File: config.mk
export PLATFORM = sky130hd
export DESIGN_NAME = epa_sqrt
export DESIGN_NICKNAME = d
export VERILOG_FILES = /design/src/epa_pkg.sv /design/src/epa_sqrt.sv
export SDC_FILE = /design/constraint.sdc
export NUM_CORES = 2
export LEC_CHECK = 0
export BUFFER_PORTS_ARGS = -buffer_cell sky130_fd_sc_hd__buf_2
export CORE_MARGIN = 2
export CORE_UTILIZATION = 45
export CTS_BUF_LIST = sky130_fd_sc_hd__clkbuf_4 sky130_fd_sc_hd__clkbuf_8 sky130_fd_sc_hd__clkbuf_16
export DETAILED_ROUTE_END_ITERATION = 12
export GPL_TIMING_DRIVEN = 0
export RECOVER_POWER = 25
export SLEW_MARGIN = 15
export SYNTH_ARGS = -nofsm -noshare
export SYNTH_HDL_FRONTEND = slang
export SYNTH_SLANG_ARGS = --single-unit
File: constraint.sdc
create_clock -name clk -period 4.09 [get_ports clk]
set_input_delay 1.227 -clock clk [delete_from_list [all_inputs] [get_ports clk]]
set_output_delay 1.227 -clock clk [all_outputs]
set_load 0.02 [all_outputs]
File: src/epa_pkg.sv
`default_nettype none

package epa_pkg;

    localparam int LOG_LAT    = 37;
    localparam int SQRT_LAT   = 33;
    localparam int HORNER_LAT = 19;
    localparam int LATENCY    = LOG_LAT + SQRT_LAT + HORNER_LAT;

    localparam int NCOEF = 9;

    localparam logic [31:0] LN2_Q32   = 32'd2977044472;
    localparam logic [35:0] W_SPLIT   = 36'd5 << 32;
    localparam logic [36:0] T_LOW_OFS = 37'd5 << 31;
    localparam logic [36:0] T_HI_OFS  = 37'd3 << 32;
    localparam logic [23:0] X_MIN     = 24'h800000;
    localparam logic [23:0] X_MIN_FIX = 24'h800001;
    localparam logic [23:0] R_MAX     = 24'h7FFFFF;
    localparam logic [23:0] R_MIN     = 24'h800000;

    localparam logic signed [39:0] LOW_POLY [NCOEF] = '{
        40'(((64'd281022636 << 32) + (64'd10 ** 16) / 64'd2) / (64'd10 ** 16)),
        40'(((64'd343273939 << 32) + (64'd10 ** 15) / 64'd2) / (64'd10 ** 15)),
        -40'(((64'd35233877 << 32) + (64'd10 ** 13) / 64'd2) / (64'd10 ** 13)),
        -40'(((64'd439150654 << 32) + (64'd10 ** 14) / 64'd2) / (64'd10 ** 14)),
        40'(((64'd21858087 << 32) + (64'd10 ** 11) / 64'd2) / (64'd10 ** 11)),
        -40'(((64'd125372503 << 32) + (64'd10 ** 11) / 64'd2) / (64'd10 ** 11)),
        -40'(((64'd417768164 << 32) + (64'd10 ** 11) / 64'd2) / (64'd10 ** 11)),
        40'(((64'd246640727 << 32) + (64'd10 ** 9) / 64'd2) / (64'd10 ** 9)),
        40'(((64'd150140941 << 32) + (64'd10 ** 8) / 64'd2) / (64'd10 ** 8))
    };

    localparam logic signed [39:0] HIGH_POLY [NCOEF] = '{
        -40'(((64'd200214257 << 32) + (64'd10 ** 12) / 64'd2) / (64'd10 ** 12)),
        40'(((64'd100950558 << 32) + (64'd10 ** 12) / 64'd2) / (64'd10 ** 12)),
        40'(((64'd134934322 << 32) + (64'd10 ** 11) / 64'd2) / (64'd10 ** 11)),
        -40'(((64'd367342844 << 32) + (64'd10 ** 11) / 64'd2) / (64'd10 ** 11)),
        40'(((64'd573950773 << 32) + (64'd10 ** 11) / 64'd2) / (64'd10 ** 11)),
        -40'(((64'd76224613 << 32) + (64'd10 ** 10) / 64'd2) / (64'd10 ** 10)),
        40'(((64'd943887047 << 32) + (64'd10 ** 11) / 64'd2) / (64'd10 ** 11)),
        40'(((64'd100167406 << 32) + (64'd10 ** 8) / 64'd2) / (64'd10 ** 8)),
        40'(((64'd283297682 << 32) + (64'd10 ** 8) / 64'd2) / (64'd10 ** 8))
    };

endpackage

`default_nettype wire

File: src/epa_sqrt.sv
`default_nettype none

module epa_sqrt
    import epa_pkg::*;
(
    input  wire logic               clk,
    input  wire logic               rst_n,
    input  wire logic               in_valid,
    input  wire logic signed [23:0] in_x,
    input  wire logic [35:0]        in_w,
    output logic                    out_valid,
    output logic signed [23:0]      out_x,
    output logic signed [34:0]      out_t,
    output logic                    out_low
);

    logic [63:0]        n_reg   [0:32];
    logic [63:0]        res_reg [0:32];
    logic [35:0]        w_reg   [0:32];
    logic signed [23:0] x_reg   [0:32];
    logic               v_reg   [0:32];

    always_comb
    begin
        n_reg[0]   = {2'd0, in_w, 26'd0};
        res_reg[0] = 64'd0;
        w_reg[0]   = in_w;
        x_reg[0]   = in_x;
        v_reg[0]   = in_valid;
    end

    for (genvar i = 0; i < 32; i++)
    begin : g_digit
        localparam logic [63:0] BIT = 64'd1 << (62 - 2 * i);
        logic [63:0] trial;
        logic [63:0] n_next;
        logic [63:0] res_next;

        assign trial = res_reg[i] + BIT;

        always_comb
        begin
            if (n_reg[i] >= trial)
            begin
                n_next   = n_reg[i] - trial;
                res_next = (res_reg[i] >> 1) + BIT;
            end
            else
            begin
                n_next   = n_reg[i];
                res_next = res_reg[i] >> 1;
            end
        end

        always_ff @(posedge clk or negedge rst_n)
        begin
            if (!rst_n)
            begin
                v_reg[i + 1] <= 1'b0;
            end
            else
            begin
                v_reg[i + 1] <= v_reg[i];
            end
        end

        always_ff @(posedge clk)
        begin
            n_reg[i + 1]   <= n_next;
            res_reg[i + 1] <= res_next;
            w_reg[i + 1]   <= w_reg[i];
            x_reg[i + 1]   <= x_reg[i];
        end
    end

    logic        low;
    logic [36:0] t_low;
    logic [36:0] t_high;

    assign low    = w_reg[32] < W_SPLIT;
    assign t_low  = {1'b0, w_reg[32]} - T_LOW_OFS;
    assign t_high = {2'd0, res_reg[32][31:0], 3'd0} - T_HI_OFS;

    logic               vo_reg;
    logic signed [23:0] xo_reg;
    logic signed [34:0] t_reg;
    logic               low_reg;

    always_ff @(posedge clk or negedge rst_n)
    begin
        if (!rst_n)
        begin
            vo_reg <= 1'b0;
        end
        else
        begin
            vo_reg <= v_reg[32];
        end
    end

    always_ff @(posedge clk)
    begin
        xo_reg  <= x_reg[32];
        low_reg <= low;
        t_reg   <= low ? t_low[34:0] : t_high[34:0];
    end

    assign out_valid = vo_reg;
    assign out_x     = xo_reg;
    assign out_t     = t_reg;
    assign out_low   = low_reg;

endmodule

`default_nettype wire

==> flow_metrics.tcl <==
set metrics [dict create \
    run_status "finished, final reports clean" \
    synth-main-ff-cell "sky130_fd_sc_hd__dfxtp_1" \
    syn-cell-area_um2 110000 \
    dp_worst_setup_slack_ns -0.543 \
    fp-row-count 181 \
    worst_setup_hold_path_clk_slew_ns 0.06 \
    hold_depth 0 \
    mostFrequentLayoutCells "sky130_fd_sc_hd__dfxtp_1, sky130_fd_sc_hd__nand2_1, sky130_fd_sc_hd__inv_1, sky130_fd_sc_hd__nor2_1, sky130_fd_sc_hd__ha_1" \
    clock_tree.buffer_depth 4 \
    post_route_cells_drive_above_1_share_pct 9.38 \
    fp.coreArea_um2 243000 \
    r2r_start "res_reg[138]$_DFF_P_" \
    syn_nets 10400 \
    crit_path_cell_trace "inv_1, ha_1, nand3_1, nor4_1, nor2_1, o31ai_1, a41oi_1, o41ai_1, or3_1, clkbuf_1, nor4_1, xor2_1" \
    hold_bufs_inserted_after_cts 0 \
    r2r_setup_slack_ns 0.14 \
    total_power_mw 86.3 \
    cp_max_fo 7 \
    timing_max_transition_violations_final 0 \
    finalHoldViolCount 0 \
    hp-class "flip-flop to flip-flop" \
    r2r_cells 12 \
    drt-total-wl_um 224000 \
    grt_start_max_net_pins 34 \
    max-cap-violations 0 \
    synth_area_per_cell_um2 11.3 \
    seqCellArea_um2 70000 \
    portBuffers 123 \
    whs_ns 0.263 \
    number_of_global_route_vias_before_repair 67100 \
    total_global_route_track_usage_pct 17.6 \
    synth_seq_area_share_pct 63.4 \
    grt_overflow 0 \
    timing.final.crit_share_pct 96.5 \
    nFillCells 21200 \
    tightest_slew_ns 1.04 \
    worst_setup_path_start_kind "flip-flop" \
    min_period_ns 3.95 \
    total_die_area_um2 249000 \
    layout-area-overhead-vs-synth_pct 15.3 \
    critPathArrivalTime_ns 4.75 \
    finalSetupViolations 0 \
    cpMostUsedCell "sky130_fd_sc_hd__nor4_1" \
    postSynthRegisterBits 3486 \
    critPathCaptureType "flip-flop" \
    dp.cells 13100 \
    design.final.nets 10800 \
    vias 67900 \
    clock_tree_from_tritoncts "yes" \
    async_reset_ff_share_pct 0.947 \
    dpl.hpwl_um 170000 \
    flip_flop_count_of_the_largest_register_after_layout 1116 \
    timing.setup.critical_path_class "flip-flop to flip-flop" \
    timing.slew.headroom_pct 30.0 \
    irDropWorstVdd_v 0.000464 \
    final_common_cell "sky130_fd_sc_hd__dfxtp_1" \
    post-route-drc-count 0 \
    routabilityCongestion 0.907 \
    drt-initial-drc-count 4159 \
    detailedRoute.firstPassIterationCount 5 \
    path_buf_inv 2 \
    final_total_negative_setup_slack_ns 0 \
    post_layout_nonfiller_instances 13700 \
    die_w_um 499 \
    p_per_area_nw_per_um2 679 \
    wire_per_inst_um 16.3 \
    hp-start "x_reg[288]$_DFF_P_" \
    die_height_um 499 \
    max_stage_delay_ns 0.68 \
    numCtsBuffers 351 \
    synthesis.yosys.warnings 0 \
    clkSinkCount 3486 \
    avgViaCountPerCell 4.94 \
    timing.rr.end "n_reg[119]$_DFF_P_" \
    worst_skew_pair.late_latency_ns 0.98 \
    ant_nets 0 \
    cpMaxStageDelayCell "sky130_fd_sc_hd__o41ai_1" \
    antenna_found_initial 12 \
    leakage_component_of_the_power_nw 57.2 \
    cp_delay_by_family_top "compound AO/OA/AOI/OAI gates" \
    yosys.cell_types.count 111 \
    required_ns 4.89 \
    worst_hold_path_endpoint "x_reg[264]$_DFF_P_" \
    root_driver "sky130_fd_sc_hd__clkbuf_16" \
    pin_count 124 \
    setup_ws_ns 0.143 \
    multi_input_area_um2 37400 \
    synthCells 9798 \
    grt_first_pass_wirelength_um 357000 \
    worst_clock_skew_ns 0.100 \
    floorplan.initialDensity_pct 45.3 \
    cts_max_level 5 \
    timing.fmax_ghz 0.253 \
    synth_edf_count 0 \
]
[worst max-delay path by stage]
stage                                startpoint  cells past startpoint            endpoint  slack, ns
after floorplan           n_reg[726]$_SDFF_PP0_                     12  n_reg[702]$_DFF_P_       0.70
after global placement     res_reg[858]$_DFF_P_                     15  n_reg[804]$_DFF_P_      -0.49
after detailed placement   res_reg[858]$_DFF_P_                     15  n_reg[804]$_DFF_P_      -0.54
after CTS                 n_reg[462]$_SDFF_PP0_                     13  n_reg[417]$_DFF_P_      0.005
after global routing      n_reg[726]$_SDFF_PP0_                     12  n_reg[702]$_DFF_P_      -0.01
final                      res_reg[138]$_DFF_P_                     12  n_reg[119]$_DFF_P_       0.14
[synthesized netlist by cell type (31+ instances only)]
cell	n	area, µm²
sky130_fd_sc_hd__a211oi_1	40	300
sky130_fd_sc_hd__a21o_1	178	1340
sky130_fd_sc_hd__a21oi_1	477	2390
sky130_fd_sc_hd__a31oi_1	38	238
sky130_fd_sc_hd__and2_1	36	225
sky130_fd_sc_hd__and3_1	46	288
sky130_fd_sc_hd__clkbuf_1	116	435
sky130_fd_sc_hd__dfrtp_1	33	826
sky130_fd_sc_hd__dfxtp_1	3453	69100
sky130_fd_sc_hd__ha_1	500	6260
sky130_fd_sc_hd__inv_1	631	2370
sky130_fd_sc_hd__mux2_2	78	878
sky130_fd_sc_hd__nand2_1	671	2520
sky130_fd_sc_hd__nand2b_1	99	619
sky130_fd_sc_hd__nand3_1	155	776
sky130_fd_sc_hd__nand4_1	94	588
sky130_fd_sc_hd__nor2_1	500	1880
sky130_fd_sc_hd__nor2b_1	72	450
sky130_fd_sc_hd__nor3_1	259	1300
sky130_fd_sc_hd__nor4_1	166	1040
sky130_fd_sc_hd__o211ai_1	31	233
sky130_fd_sc_hd__o21a_1	84	631
sky130_fd_sc_hd__o21ai_0	481	2410
sky130_fd_sc_hd__o21bai_1	60	450
sky130_fd_sc_hd__o31ai_1	53	398
sky130_fd_sc_hd__or2_2	32	200
sky130_fd_sc_hd__or3_1	119	744
sky130_fd_sc_hd__or4_1	64	480
sky130_fd_sc_hd__xnor2_1	373	3270
sky130_fd_sc_hd__xor2_1	459	4020
[final cells by class]
class	instances	share of cell area, %
Tap cell	3202	3.15
Clock inverter	149	1.52
Sequential cell	3486	55.0
Buffer	156	0.548
Clock buffer	465	7.94
Inverter	636	1.89
Timing Repair Buffer	127	0.517
Antenna cell	2	0.00394
Multi-Input combinational cell	5516	29.4
[stage by stage]
stage | cell area (µm²) | utilization, %
2_1_floorplan | 110000 | -
3_3_place_gp | 115000 | 47.2
3_5_place_dp | 115000 | 47.2
4_1_cts | 127000 | 52.2
5_1_grt | 127000 | 52.2
6_report | 127000 | 52.2
[power by group]
part           total [mW]  switching [mW]  internal, mW
clock network        32.3            12.6          19.7
registers            43.2            4.22          39.0
logic                10.7            5.95          4.79
total                86.3            22.8          63.5
[per-layer routing]
metal	routed length, µm	share of wire, %	up-vias	track usage, %
met4	5450	2.4	2	5.24
met5	13	0.0058	-	0
met3	11100	5.0	414	3.13
met2	102000	46	1432	28.8
met1	105000	47	31800	23.9
li1	-	-	34300	-
[repair_timing]
item,in CTS,in global routing
resized for setup,17,45
pin swaps,1,7
endpoints found under the setup margin,114,180
buffers inserted,1,3
cloned,0,0
[kinds of logic after synthesis]
family,share of synthesized area [%]
mux,0.964
buf+inv,2.79
simple gates,11.3
flops,63.4
fa+ha+maj,5.89
other cells,0.00340
compound gates,9.06
xor+xnor,6.61
No activity file was read; power rests on OpenSTA's default activity.
